--- src/rtl/fixed_width_word_wrap_assert.svh ---
// Assertion macros shared by the word wrap RTL.
// Included by the modules that check their own queue and back-end logic.
`ifndef FIXED_WIDTH_WORD_WRAP_ASSERT_SVH
`define FIXED_WIDTH_WORD_WRAP_ASSERT_SVH

`ifndef NO_ASSERTIONS
// Same-cycle implication, disabled during reset
`define FWW_ASSERT_IMP(lbl, clk, rst_n, ante, cons, msg) \
    lbl: assert property (@(posedge clk) disable iff (!rst_n) (ante) |-> (cons)) \
        else $error(msg);
// Next-cycle implication, disabled during reset
`define FWW_ASSERT_NXT(lbl, clk, rst_n, ante, cons, msg) \
    lbl: assert property (@(posedge clk) disable iff (!rst_n) (ante) |=> (cons)) \
        else $error(msg);
`else
`define FWW_ASSERT_IMP(lbl, clk, rst_n, ante, cons, msg)
`define FWW_ASSERT_NXT(lbl, clk, rst_n, ante, cons, msg)
`endif

`endif

--- src/rtl/fww_pkg.sv ---
// Types and constants for the fixed-width word wrap block.
// No dependencies; imported by every module of the block.
`timescale 1ns / 1ps

package fww_pkg;

    // Character codes
    localparam logic [7:0] CH_LF    = 8'h0A;
    localparam logic [7:0] CH_CR    = 8'h0D;
    localparam logic [7:0] CH_SPACE = 8'h20;

    // Lines one character can close at most
    localparam int MAX_RESULTS = 3;
    // Entries in the queue between front and back end
    localparam int QUEUE_DEPTH = 4;

    // Configuration register indexes
    typedef enum logic [2:0] {
        REG_CHARS_PER_LINE = 3'd0,
        REG_CHAR_WIDTH     = 3'd1,
        REG_CHAR_HEIGHT    = 3'd2,
        REG_BOX_X          = 3'd3,
        REG_BOX_Y          = 3'd4,
        REG_BOX_WIDTH      = 3'd5,
        REG_ALIGN_MODE     = 3'd6
    } t_reg_idx;

    // Horizontal alignment codes
    typedef enum logic [1:0] {
        ALIGN_LEFT   = 2'd0,
        ALIGN_CENTER = 2'd1,
        ALIGN_RIGHT  = 2'd2
    } t_align;

    // Configuration register file
    typedef struct packed {
        logic [7:0]  chars_per_line;
        logic [7:0]  char_width;
        logic [7:0]  char_height;
        logic [15:0] box_x;
        logic [15:0] box_y;
        logic [15:0] box_width;
        logic [1:0]  align_mode;
    } t_cfg;

    // One closed line before alignment
    typedef struct packed {
        logic [15:0] start;
        logic [7:0]  len;
        logic [15:0] y;
        logic        last;
    } t_line_rec;

    // Lines closed by one character, slot 0 first
    typedef struct packed {
        t_line_rec [MAX_RESULTS-1:0] rec;
        logic [1:0]                  cnt;
    } t_group;

    // Group word with its valid flag
    typedef struct packed {
        logic   valid;
        t_group grp;
    } t_group_msg;

endpackage

--- src/rtl/fww_front.sv ---
// Front end: tracks words and line state per character, closes lines.
// Depends on fww_pkg; feeds line groups into fww_queue.
`timescale 1ns / 1ps

module fww_front #(
    parameter int OFFSET_BITS = 16,
    parameter int LIM_CAP     = 255
) (
    input  logic               i_clk,
    input  logic               i_rst_n,
    input  logic               i_accept,
    input  logic [7:0]         i_char_code,
    input  logic               i_last_char,
    input  fww_pkg::t_cfg      i_cfg,
    input  logic               i_box_y_load,
    input  logic [15:0]        i_box_y_data,
    output fww_pkg::t_group_msg o_push
);
    import fww_pkg::*;

    localparam int OB = OFFSET_BITS;
    localparam logic [OB-1:0] ONE  = OB'(1);
    localparam logic [OB-1:0] TWO  = OB'(2);
    localparam logic [7:0]    CAP8 = LIM_CAP[7:0];

    // Line state
    logic [OB-1:0] r_pos, r_cls, r_wb;
    logic [7:0]    r_acc;
    logic          r_hw, r_skip, r_acr;
    logic [15:0]   r_y;

    logic [OB-1:0] n_pos, n_cls, n_wb;
    logic [7:0]    n_acc;
    logic          n_hw, n_skip, n_acr;
    logic [15:0]   n_y;
    t_group        n_grp;

    logic [7:0]    lim;
    logic [OB-1:0] lim_ext;
    logic [15:0]   y_at [0:MAX_RESULTS];

    // Usable width and the y of each possible line of this character
    always_comb begin
        lim     = (i_cfg.chars_per_line > CAP8) ? CAP8 : i_cfg.chars_per_line;
        lim_ext = OB'(lim);
        y_at[0] = r_y;
        y_at[1] = r_y + {8'd0, i_cfg.char_height};
        y_at[2] = r_y + {7'd0, i_cfg.char_height, 1'b0};
        y_at[3] = y_at[1] + {7'd0, i_cfg.char_height, 1'b0};
    end

    // Classify the character and close lines
    always_comb begin
        logic [OB-1:0] p, q, span, len_w;
        logic          done;
        p      = r_pos;
        q      = r_pos + ONE;
        span   = '0;
        len_w  = '0;
        done   = 1'b0;
        n_cls  = r_cls;
        n_wb   = r_wb;
        n_acc  = r_acc;
        n_hw   = r_hw;
        n_skip = r_skip;
        n_acr  = 1'b0;
        n_grp  = '0;

        if (lim == 8'd0 || (r_acr && i_char_code == CH_LF)) begin
            // drop: zero width or LF of a CR-LF pair
            done = 1'b1;
        end else if (i_char_code == CH_LF || i_char_code == CH_CR) begin
            // close the line at a break
            n_grp.rec[n_grp.cnt].start = 16'(r_cls);
            if (r_skip && !r_hw) begin
                n_grp.rec[n_grp.cnt].start = 16'(p);
                n_grp.rec[n_grp.cnt].len   = 8'd0;
            end else if (r_skip) begin
                n_grp.rec[n_grp.cnt].len = r_acc;
            end else begin
                len_w = ((p - r_wb) != '0) ? (p - r_cls) : OB'(r_acc);
                n_grp.rec[n_grp.cnt].len = len_w[7:0];
            end
            n_grp.rec[n_grp.cnt].y    = y_at[n_grp.cnt];
            n_grp.rec[n_grp.cnt].last = i_last_char;
            n_grp.cnt = n_grp.cnt + 2'd1;
            n_skip = 1'b1;
            n_hw   = 1'b0;
            n_acc  = 8'd0;
            n_acr  = (i_char_code == CH_CR);
            done   = 1'b1;
        end else if (i_char_code == CH_SPACE) begin
            // end a word, stop taking words once the next cannot fit
            if (!r_skip) begin
                if ((p - r_wb) != '0) begin
                    len_w = p - r_cls;
                    n_acc = len_w[7:0];
                    n_hw  = 1'b1;
                end
                n_wb = q;
                if (n_hw && (p + TWO - r_cls) > lim_ext) begin
                    n_skip = 1'b1;
                end
            end
        end else if (r_skip) begin
            // first word character after spaces: flush the held line
            if (r_hw) begin
                n_grp.rec[n_grp.cnt].start = 16'(r_cls);
                n_grp.rec[n_grp.cnt].len   = r_acc;
                n_grp.rec[n_grp.cnt].y     = y_at[n_grp.cnt];
                n_grp.rec[n_grp.cnt].last  = 1'b0;
                n_grp.cnt = n_grp.cnt + 2'd1;
            end
            n_cls  = p;
            n_wb   = p;
            n_acc  = 8'd0;
            n_hw   = 1'b0;
            n_skip = 1'b0;
        end else begin
            // word character: wrap before the word, or chunk a long word
            span = q - r_cls;
            if (span > lim_ext && r_hw) begin
                n_grp.rec[n_grp.cnt].start = 16'(r_cls);
                n_grp.rec[n_grp.cnt].len   = r_acc;
                n_grp.rec[n_grp.cnt].y     = y_at[n_grp.cnt];
                n_grp.rec[n_grp.cnt].last  = 1'b0;
                n_grp.cnt = n_grp.cnt + 2'd1;
                n_cls = r_wb;
                n_hw  = 1'b0;
                n_acc = 8'd0;
                span  = q - n_cls;
            end
            if (span > lim_ext) begin
                n_grp.rec[n_grp.cnt].start = 16'(n_cls);
                n_grp.rec[n_grp.cnt].len   = lim;
                n_grp.rec[n_grp.cnt].y     = y_at[n_grp.cnt];
                n_grp.rec[n_grp.cnt].last  = 1'b0;
                n_grp.cnt = n_grp.cnt + 2'd1;
                n_cls = n_cls + lim_ext;
                n_wb  = n_cls;
            end
        end

        // close the open line at the end of the text
        if (!done && i_last_char) begin
            if (!n_skip) begin
                len_w = ((q - n_wb) != '0) ? (q - n_cls) : OB'(n_acc);
                n_grp.rec[n_grp.cnt].start = 16'(n_cls);
                n_grp.rec[n_grp.cnt].len   = len_w[7:0];
                n_grp.rec[n_grp.cnt].y     = y_at[n_grp.cnt];
                n_grp.rec[n_grp.cnt].last  = 1'b1;
                n_grp.cnt = n_grp.cnt + 2'd1;
            end else if (n_hw) begin
                n_grp.rec[n_grp.cnt].start = 16'(n_cls);
                n_grp.rec[n_grp.cnt].len   = n_acc;
                n_grp.rec[n_grp.cnt].y     = y_at[n_grp.cnt];
                n_grp.rec[n_grp.cnt].last  = 1'b1;
                n_grp.cnt = n_grp.cnt + 2'd1;
            end
        end

        n_pos = q;
        n_y   = y_at[n_grp.cnt];

        // restart for the next text
        if (i_last_char) begin
            n_pos  = '0;
            n_cls  = '0;
            n_wb   = '0;
            n_acc  = 8'd0;
            n_hw   = 1'b0;
            n_skip = 1'b1;
            n_acr  = 1'b0;
            n_y    = i_cfg.box_y;
        end
    end

    // Push a group only when the character closed a line
    assign o_push.valid = i_accept && (n_grp.cnt != 2'd0);
    assign o_push.grp   = n_grp;

    // Advance line state on each accepted character
    always_ff @(posedge i_clk) begin
        if (!i_rst_n) begin
            r_pos  <= '0;
            r_cls  <= '0;
            r_wb   <= '0;
            r_acc  <= 8'd0;
            r_hw   <= 1'b0;
            r_skip <= 1'b1;
            r_acr  <= 1'b0;
            r_y    <= 16'd0;
        end else begin
            if (i_accept) begin
                r_pos  <= n_pos;
                r_cls  <= n_cls;
                r_wb   <= n_wb;
                r_acc  <= n_acc;
                r_hw   <= n_hw;
                r_skip <= n_skip;
                r_acr  <= n_acr;
                r_y    <= n_y;
            end
            // take the new top coordinate straight from the write word
            if (i_box_y_load) begin
                r_y <= i_box_y_data;
            end
        end
    end

endmodule

--- src/rtl/fww_queue.sv ---
// Short queue of line groups between the front and back end.
// Depends on fww_pkg and the assertion macro header.
`timescale 1ns / 1ps
`include "fixed_width_word_wrap_assert.svh"

module fww_queue (
    input  logic                i_clk,
    input  logic                i_rst_n,
    input  fww_pkg::t_group_msg i_push,
    input  logic                i_pop,
    output fww_pkg::t_group_msg o_head,
    output logic                o_full
);
    import fww_pkg::*;

    localparam int         PW    = $clog2(QUEUE_DEPTH);
    localparam logic [PW:0] DEPTH = (PW + 1)'(QUEUE_DEPTH);

    t_group        r_mem [QUEUE_DEPTH];
    logic [PW-1:0] r_wr, r_rd;
    logic [PW:0]   r_count;
    logic          pop_ok;

    assign pop_ok       = i_pop && (r_count != '0);
    assign o_full       = (r_count == DEPTH);
    assign o_head.valid = (r_count != '0);
    assign o_head.grp   = r_mem[r_rd];

    // Store pushed groups
    always_ff @(posedge i_clk) begin
        if (i_push.valid) begin
            r_mem[r_wr] <= i_push.grp;
        end
    end

    // Move pointers and occupancy
    always_ff @(posedge i_clk) begin
        if (!i_rst_n) begin
            r_wr    <= '0;
            r_rd    <= '0;
            r_count <= '0;
        end else begin
            if (i_push.valid) begin
                r_wr <= r_wr + PW'(1);
            end
            if (pop_ok) begin
                r_rd <= r_rd + PW'(1);
            end
            if (i_push.valid && !pop_ok) begin
                r_count <= r_count + (PW + 1)'(1);
            end else if (!i_push.valid && pop_ok) begin
                r_count <= r_count - (PW + 1)'(1);
            end
        end
    end

    `FWW_ASSERT_IMP(a_count_bound, i_clk, i_rst_n, 1'b1, r_count <= DEPTH, "queue overfilled")
    `FWW_ASSERT_IMP(a_push_nonempty, i_clk, i_rst_n, i_push.valid, i_push.grp.cnt != 2'd0 && !o_full, "bad push")
    `FWW_ASSERT_NXT(a_count_up, i_clk, i_rst_n, i_push.valid && !pop_ok, r_count == $past(r_count) + (PW + 1)'(1), "count did not rise")

endmodule

--- src/rtl/fww_back.sv ---
// Back end: unpacks line groups, aligns each line, holds the output word.
// Depends on fww_pkg and the assertion macro header.
`timescale 1ns / 1ps
`include "fixed_width_word_wrap_assert.svh"

module fww_back (
    input  logic                i_clk,
    input  logic                i_rst_n,
    input  fww_pkg::t_group_msg i_head,
    output logic                o_pop,
    input  fww_pkg::t_cfg       i_cfg,
    output logic                o_out_valid,
    input  logic                i_out_stall,
    output logic [15:0]         o_line_start,
    output logic [7:0]          o_line_length,
    output logic signed [15:0]  o_line_x,
    output logic signed [15:0]  o_line_y,
    output logic                o_last_line
);
    import fww_pkg::*;

    // Unpack stage
    logic        r_av;
    t_group      r_grp;
    logic [1:0]  r_idx;
    // Width stage
    logic        r_bv;
    logic [15:0] r_b_start, r_b_y, r_b_w;
    logic [7:0]  r_b_len;
    logic        r_b_last;
    // Output stage
    logic        r_ov;
    logic [15:0] r_o_start, r_o_x, r_o_y;
    logic [7:0]  r_o_len;
    logic        r_o_last;

    logic        out_free, b_free, a_adv, a_last, pop;
    t_line_rec   cur;
    logic [15:0] diff, x_off;

    assign out_free = !r_ov || !i_out_stall;
    assign b_free   = !r_bv || out_free;
    assign a_adv    = r_av && b_free;
    assign a_last   = (r_idx == r_grp.cnt - 2'd1);
    assign pop      = i_head.valid && (!r_av || (a_adv && a_last));
    assign o_pop    = pop;
    assign cur      = r_grp.rec[r_idx];

    // Take the next group or step through the current one
    always_ff @(posedge i_clk) begin
        if (!i_rst_n) begin
            r_av  <= 1'b0;
            r_idx <= 2'd0;
        end else if (pop) begin
            r_av  <= 1'b1;
            r_idx <= 2'd0;
        end else if (a_adv) begin
            if (a_last) begin
                r_av <= 1'b0;
            end else begin
                r_idx <= r_idx + 2'd1;
            end
        end
    end

    always_ff @(posedge i_clk) begin
        if (pop) begin
            r_grp <= i_head.grp;
        end
    end

    // Register the pixel width of the line
    always_ff @(posedge i_clk) begin
        if (!i_rst_n) begin
            r_bv <= 1'b0;
        end else if (b_free) begin
            r_bv <= r_av;
        end
    end

    always_ff @(posedge i_clk) begin
        if (b_free) begin
            r_b_start <= cur.start;
            r_b_len   <= cur.len;
            r_b_y     <= cur.y;
            r_b_last  <= cur.last;
            r_b_w     <= {8'd0, cur.len} * {8'd0, i_cfg.char_width};
        end
    end

    // Offset from the left edge; left when the line is wider than the box
    always_comb begin
        diff  = i_cfg.box_width - r_b_w;
        x_off = 16'd0;
        if (r_b_w <= i_cfg.box_width) begin
            case (t_align'(i_cfg.align_mode))
                ALIGN_CENTER: x_off = {1'b0, diff[15:1]};
                ALIGN_RIGHT:  x_off = diff;
                default:      x_off = 16'd0;
            endcase
        end
    end

    // Hold the result until it is taken
    always_ff @(posedge i_clk) begin
        if (!i_rst_n) begin
            r_ov <= 1'b0;
        end else if (out_free) begin
            r_ov <= r_bv;
        end
    end

    always_ff @(posedge i_clk) begin
        if (out_free) begin
            r_o_start <= r_b_start;
            r_o_len   <= r_b_len;
            r_o_x     <= i_cfg.box_x + x_off;
            r_o_y     <= r_b_y;
            r_o_last  <= r_b_last;
        end
    end

    assign o_out_valid   = r_ov;
    assign o_line_start  = r_o_start;
    assign o_line_length = r_o_len;
    assign o_line_x      = r_o_x;
    assign o_line_y      = r_o_y;
    assign o_last_line   = r_o_last;

    `FWW_ASSERT_IMP(a_idx_in_group, i_clk, i_rst_n, r_av, r_idx < r_grp.cnt, "index past group")
    `FWW_ASSERT_NXT(a_width_hold, i_clk, i_rst_n, r_bv && !out_free, r_bv && $stable(r_b_w), "width stage lost")
    `FWW_ASSERT_NXT(a_pop_loads, i_clk, i_rst_n, pop, r_av && r_idx == 2'd0, "group not loaded")

endmodule

--- src/rtl/fixed_width_word_wrap.sv ---
// Top level of the fixed-width word wrap block: config registers and wiring.
// Depends on fww_pkg, fww_front, fww_queue and fww_back.
//
//   channel  direction  handshake                   word
//   in       sink       i_in_valid / o_in_stall     i_char_code, i_last_char
//   out      source     o_out_valid / i_out_stall   o_line_start .. o_last_line
//   cfg      sink       i_cfg_valid / o_cfg_ready   i_cfg_index, i_cfg_data
//
// One character is taken per cycle while o_in_stall is low; the front end
// settles it in that cycle. Lines leave one per cycle while i_out_stall is low;
// a character's first line passes the queue, unpack, width and output stages.
// A character that closes two or three lines holds the back end while they
// leave; a four-entry group queue absorbs that, and o_in_stall rises when full.
// Synchronous active-low reset loads the register defaults and a fresh text.
`timescale 1ns / 1ps

module fixed_width_word_wrap #(
    parameter int MAX_LINE_CHARS = 255,
    parameter int OFFSET_BITS    = 16
) (
    input  logic               i_clk,
    input  logic               i_rst_n,
    input  logic               i_in_valid,
    output logic               o_in_stall,
    input  logic [7:0]         i_char_code,
    input  logic               i_last_char,
    output logic               o_out_valid,
    input  logic               i_out_stall,
    output logic [15:0]        o_line_start,
    output logic [7:0]         o_line_length,
    output logic signed [15:0] o_line_x,
    output logic signed [15:0] o_line_y,
    output logic               o_last_line,
    input  logic               i_cfg_valid,
    output logic               o_cfg_ready,
    input  logic [2:0]         i_cfg_index,
    input  logic [15:0]        i_cfg_data
);
    import fww_pkg::*;

    localparam int OFS_CAP = (OFFSET_BITS >= 9) ? 255 : (2 ** OFFSET_BITS) - 2;
    localparam int LIM_CAP = (MAX_LINE_CHARS < OFS_CAP) ? MAX_LINE_CHARS : OFS_CAP;

    t_cfg       r_cfg;
    logic       cfg_wr, box_y_load, in_accept, pop, full;
    t_group_msg push, head;

    assign o_cfg_ready = 1'b1;
    assign cfg_wr      = i_cfg_valid && o_cfg_ready;
    assign box_y_load  = cfg_wr && (t_reg_idx'(i_cfg_index) == REG_BOX_Y);
    assign o_in_stall  = full;
    assign in_accept   = i_in_valid && !full;

    // Write configuration registers
    always_ff @(posedge i_clk) begin
        if (!i_rst_n) begin
            r_cfg.chars_per_line <= 8'd40;
            r_cfg.char_width     <= 8'd8;
            r_cfg.char_height    <= 8'd8;
            r_cfg.box_x          <= 16'd0;
            r_cfg.box_y          <= 16'd0;
            r_cfg.box_width      <= 16'd320;
            r_cfg.align_mode     <= ALIGN_LEFT;
        end else if (cfg_wr) begin
            case (t_reg_idx'(i_cfg_index))
                REG_CHARS_PER_LINE: r_cfg.chars_per_line <= i_cfg_data[7:0];
                REG_CHAR_WIDTH:     r_cfg.char_width     <= i_cfg_data[7:0];
                REG_CHAR_HEIGHT:    r_cfg.char_height    <= i_cfg_data[7:0];
                REG_BOX_X:          r_cfg.box_x          <= i_cfg_data;
                REG_BOX_Y:          r_cfg.box_y          <= i_cfg_data;
                REG_BOX_WIDTH:      r_cfg.box_width      <= i_cfg_data;
                REG_ALIGN_MODE:     r_cfg.align_mode     <= i_cfg_data[1:0];
                default:            r_cfg                <= r_cfg;
            endcase
        end
    end

    fww_front #(
        .OFFSET_BITS (OFFSET_BITS),
        .LIM_CAP     (LIM_CAP)
    ) u_front (
        .i_clk        (i_clk),
        .i_rst_n      (i_rst_n),
        .i_accept     (in_accept),
        .i_char_code  (i_char_code),
        .i_last_char  (i_last_char),
        .i_cfg        (r_cfg),
        .i_box_y_load (box_y_load),
        .i_box_y_data (i_cfg_data),
        .o_push       (push)
    );

    fww_queue u_queue (
        .i_clk   (i_clk),
        .i_rst_n (i_rst_n),
        .i_push  (push),
        .i_pop   (pop),
        .o_head  (head),
        .o_full  (full)
    );

    fww_back u_back (
        .i_clk         (i_clk),
        .i_rst_n       (i_rst_n),
        .i_head        (head),
        .o_pop         (pop),
        .i_cfg         (r_cfg),
        .o_out_valid   (o_out_valid),
        .i_out_stall   (i_out_stall),
        .o_line_start  (o_line_start),
        .o_line_length (o_line_length),
        .o_line_x      (o_line_x),
        .o_line_y      (o_line_y),
        .o_last_line   (o_last_line)
    );

endmodule
--- config.mk ---
export PLATFORM = sky130hd
export DESIGN_NAME = fixed_width_word_wrap
export DESIGN_NICKNAME = d
export VERILOG_FILES = /design/src/rtl/fww_pkg.sv /design/src/rtl/fww_front.sv /design/src/rtl/fww_queue.sv /design/src/rtl/fww_back.sv /design/src/rtl/fixed_width_word_wrap.sv
export VERILOG_INCLUDE_DIRS = /design/src /design/src/rtl
export SDC_FILE = /design/constraint.sdc
export NUM_CORES = 2
export LEC_CHECK = 0
export ABC_AREA = 1
export BUFFER_PORTS_ARGS = -buffer_cell sky130_fd_sc_hd__buf_2
export CAP_MARGIN = 40
export CORE_UTILIZATION = 35
export DETAILED_ROUTE_END_ITERATION = 12
export PLACE_DENSITY_LB_ADDON = 0.1
export SKIP_LAST_GASP = 1
export SYNTH_ARGS = -nofsm -noshare
export SYNTH_HDL_FRONTEND = slang
export SYNTH_SLANG_ARGS = --single-unit
--- constraint.sdc ---
create_clock -name i_clk -period 18.4 [get_ports i_clk]
set_input_delay 3.68 -clock i_clk [delete_from_list [all_inputs] [get_ports i_clk]]
set_output_delay 3.68 -clock i_clk [all_outputs]
set_load 0.05 [all_outputs]
==> results.py <==
metrics = {
    "min_path": {
        "hold_class": "flip-flop to flip-flop",
        "hold-path-cell-count": 0,
        "min_from": "u_back.r_b_len[2]",
    },
    "worst_setup_path": {
        "cp_max_fo": 45,
        "critPathKind": "flip-flop to flip-flop",
        "cp_num_buf_inv": 8,
        "ff2ff_path_depth": 54,
        "cp_num_cells": 54,
        "worstReg2RegStart": "u_front.r_pos[1]",
        "crit_top_cell": "nand2_1",
        "path_delay_family": "simple AND/OR/NAND/NOR gates",
        "crit_path_max_incr_delay_ns": 0.65,
        "worst_path_max_delay_cell": "nand2_2",
        "start_kind": "flip-flop",
        "setup.worst_path.end_class": "flip-flop",
        "crit_end": "u_queue.r_mem[3][107]",
        "rrSetupSlack_ns": 7.13,
        "cp-startpoint": "u_front.r_pos[1]",
        "critPathArrivalTime_ns": 11.71,
        "critPathRequiredTime_ns": 18.84,
        "r2r-end": "u_queue.r_mem[3][107]",
    },
    "sta": {
        "rsz0062_at_grt": "no",
        "period_minus_slack_ns": 11.27,
        "hold_viol_final": 0,
        "fmax_mhz": 88.7,
        "max_slew_margin_pct": 27.6,
        "skew_ns": 0.0222,
        "finalMaxSlewViolations": 0,
        "worst_pin_slew_ns": 1.09,
        "finalCritPeriodShare_pct": 61.2,
        "setup-violations-final": 0,
        "setup_tns_ns": 0,
    },
    "cells_and_area": {
        "nets": 5484,
        "largest_register": "u_queue.r_mem",
        "layout_commonest_cell": "edfxtp_1",
        "layout-drive-gt1-share_pct": 7.90,
        "fillCellCount": 13500,
        "mostFrequentLayoutCells": "edfxtp_1 (739), nand2_1 (691), o21ai_0 (660)",
        "diodes": 0,
        "largestRegisters": "u_queue.r_mem x500, u_back.r_grp x125, r_cfg x74",
        "utilization_pct": 39.8,
        "largest_register_ffs": 500,
        "synthToLayoutAreaGrowth_pct": 12.3,
    },
    "clock_network": {
        "cts_setup_buffers": 0,
        "clkLatencyLatePin_ns": 0.72,
        "htreeDepth": 3,
        "clkSinkCount": 900,
        "cts_hold_buf": 0,
        "cts_buffer_depth": 3,
        "cts.clk_slew.worst_paths_ns": 0.07,
        "cts_buffers": 100,
        "root_buffer": "clkbuf_16",
        "cts_resized": 0,
        "cts_tree": "built",
    },
    "grt": {
        "grt_pass1_wl_um": 237000,
        "grt_pass1_vias": 36000,
        "antenna_found_initial": 1,
        "globalRouteTotalUtil_pct": 22.3,
        "gr-total-overflow": 0,
        "grt_start_max_net_pins": 126,
    },
    "die": {
        "initial_core_util_pct": 35.5,
        "dieArea_um2": 139000,
        "die_h_um": 373,
        "rows": 135,
        "core_um2": 136000,
        "fp.dieW_um": 373,
        "io_pins": 93,
    },
    "yosys": {
        "synth_edf_count": 739,
        "synth.cell_area_um2": 48300,
        "yosysTopAreaCellShare_pct": 46.0,
        "synth_cell_types": 67,
        "ys_async_sr_fraction_pct": 0,
        "synth.area.top_cells": "edfxtp_1 (46%), o21ai_0 (6.9%), dfxtp_1 (6.7%), ha_1 (6.0%), nand2_1 (5.4%)",
        "synth_top_area_cell": "edfxtp_1",
        "seq_area_frac_synth_pct": 52.7,
        "syn_avg_cell_area_um2": 9.44,
        "yosysWarnings": 0,
        "syn_nets": 5434,
        "synth_ff_type": "edfxtp_1",
        "synth_seq_cells": 900,
        "syn_inst": 5115,
    },
    "power": {
        "cellPowerDensity_nw_per_um2": 135,
        "max-vdd-ir-drop_uv": 101,
        "p_leak_nw": 21.4,
    },
    "routing": {
        "drt-total-wl_um": 158000,
        "via_per_inst": 5.34,
        "num_vias": 37500,
        "drc_errors": 0,
        "dr.pass1.iters": 6,
        "wl_per_cell_um": 22.5,
        "drt_iter0_markers": 3048,
        "ant_nets": 0,
    },
    "placed_design": {
        "hpwl_um": 107000,
        "gp_congestion": 0.912,
        "portBuffers": 91,
    },
    "run": {
        "max_cap_viol_count": 0,
    },
    "run_status": {
        "status": "complete, no violations",
    },
}
## per-stage QoR
stage | power (mW) | cell area, µm² | setup slack (ns) | std cells | hold slack, ns
6_report | 7.32 | 54200 | 7.13 | 7031 | 0.417
5_1_grt | 7.73 | 54200 | 6.07 | 7031 | 0.422
4_1_cts | 7.40 | 54200 | 7.29 | 7031 | 0.417
3_5_place_dp | 5.36 | 50900 | 7.31 | 6844 | 0.405
3_3_place_gp | 5.33 | 50600 | 7.46 | 6816 | 0.401
2_1_floorplan | 4.52 | 48300 | 4.75 | 5115 | 0.400
## cell type report
type / instances / area [µm²] / share of cell area (%)
Timing Repair Buffer: 186 / 1290 / 2.38
Clock buffer: 120 / 2620 / 4.83
Tap cell: 1781 / 2230 / 4.11
Clock inverter: 67 / 651 / 1.20
Sequential cell: 900 / 25400 / 46.9
Inverter: 487 / 1840 / 3.39
Multi-Input combinational cell: 3490 / 20200 / 37.2
## kinds of logic (layout without fill, tap and decap cells)
group / count (synthesis) / after routing / synth area share [%]
multiplexers: 1 / 1 / 0.0207
AO/OA/AOI/OAI: 1361 / 1361 / 15.7
buffers and inverters: 725 / 860 / 5.75
XOR/XNOR: 166 / 166 / 3.01
AND/OR/NAND/NOR: 1675 / 1675 / 14.7
flip-flops: 900 / 900 / 52.7
other: 1 / 1 / 0.00777
adder cells (fa/ha/maj): 286 / 286 / 8.24
## synth_stat cells (all sizes together) (4+ instances only)
library cell,instances
a21oi,361
inv,477
clkbuf,200
o31ai,10
o211ai,20
nor3,63
a221oi,9
o21bai,19
edfxtp,739
a21o,14
o22ai,153
and2,4
nand3b,5
nor4,15
o32ai,15
a2bb2oi,18
dfxtp,161
nand3,178
nand2,720
o221ai,10
or2,6
xor2,110
xnor2,56
ha,233
nor2,628
nand4,51
buf,38
o21ai,677
a21boi,16
clkinv,10
fa,53
a22oi,21
## layer usage
metal,part of all wire [%],track usage (%),up-vias
met4,3.1,6.90,0
met2,47,36.9,1072
met5,0,0,-
met3,4.4,2.62,243
met1,45,30.4,18300
li1,-,-,18000
## worst reg2reg max path: cells and delay by family (launching register included)
| kind | cells | cell delay [ns] |
|---|---|---|
| simple gates | 26 | 4.53 |
| fa+ha+maj | 5 | 1.51 |
| flops | 1 | 0.53 |
| buf+inv | 8 | 0.79 |
| compound gates | 13 | 3.24 |
| xor+xnor | 2 | 0.40 |
## how the worst min path moves through the flow
stage	end
2_1_floorplan	u_back.o_last_line
3_3_place_gp	u_back.o_line_length[2]
3_5_place_dp	u_back.o_line_length[7]
4_1_cts	u_back.o_line_length[6]
5_1_grt	u_back.o_line_length[1]
6_report	u_back.o_line_length[2]
## report_power, final
part / leakage, nW / switching (mW) / internal (mW)
clock network: 1.59 / 0.864 / 1.16
logic: 11.1 / 1.74 / 0.679
registers: 8.75 / 0.155 / 2.73
Note: power is estimated with default switching activity, not from simulation.
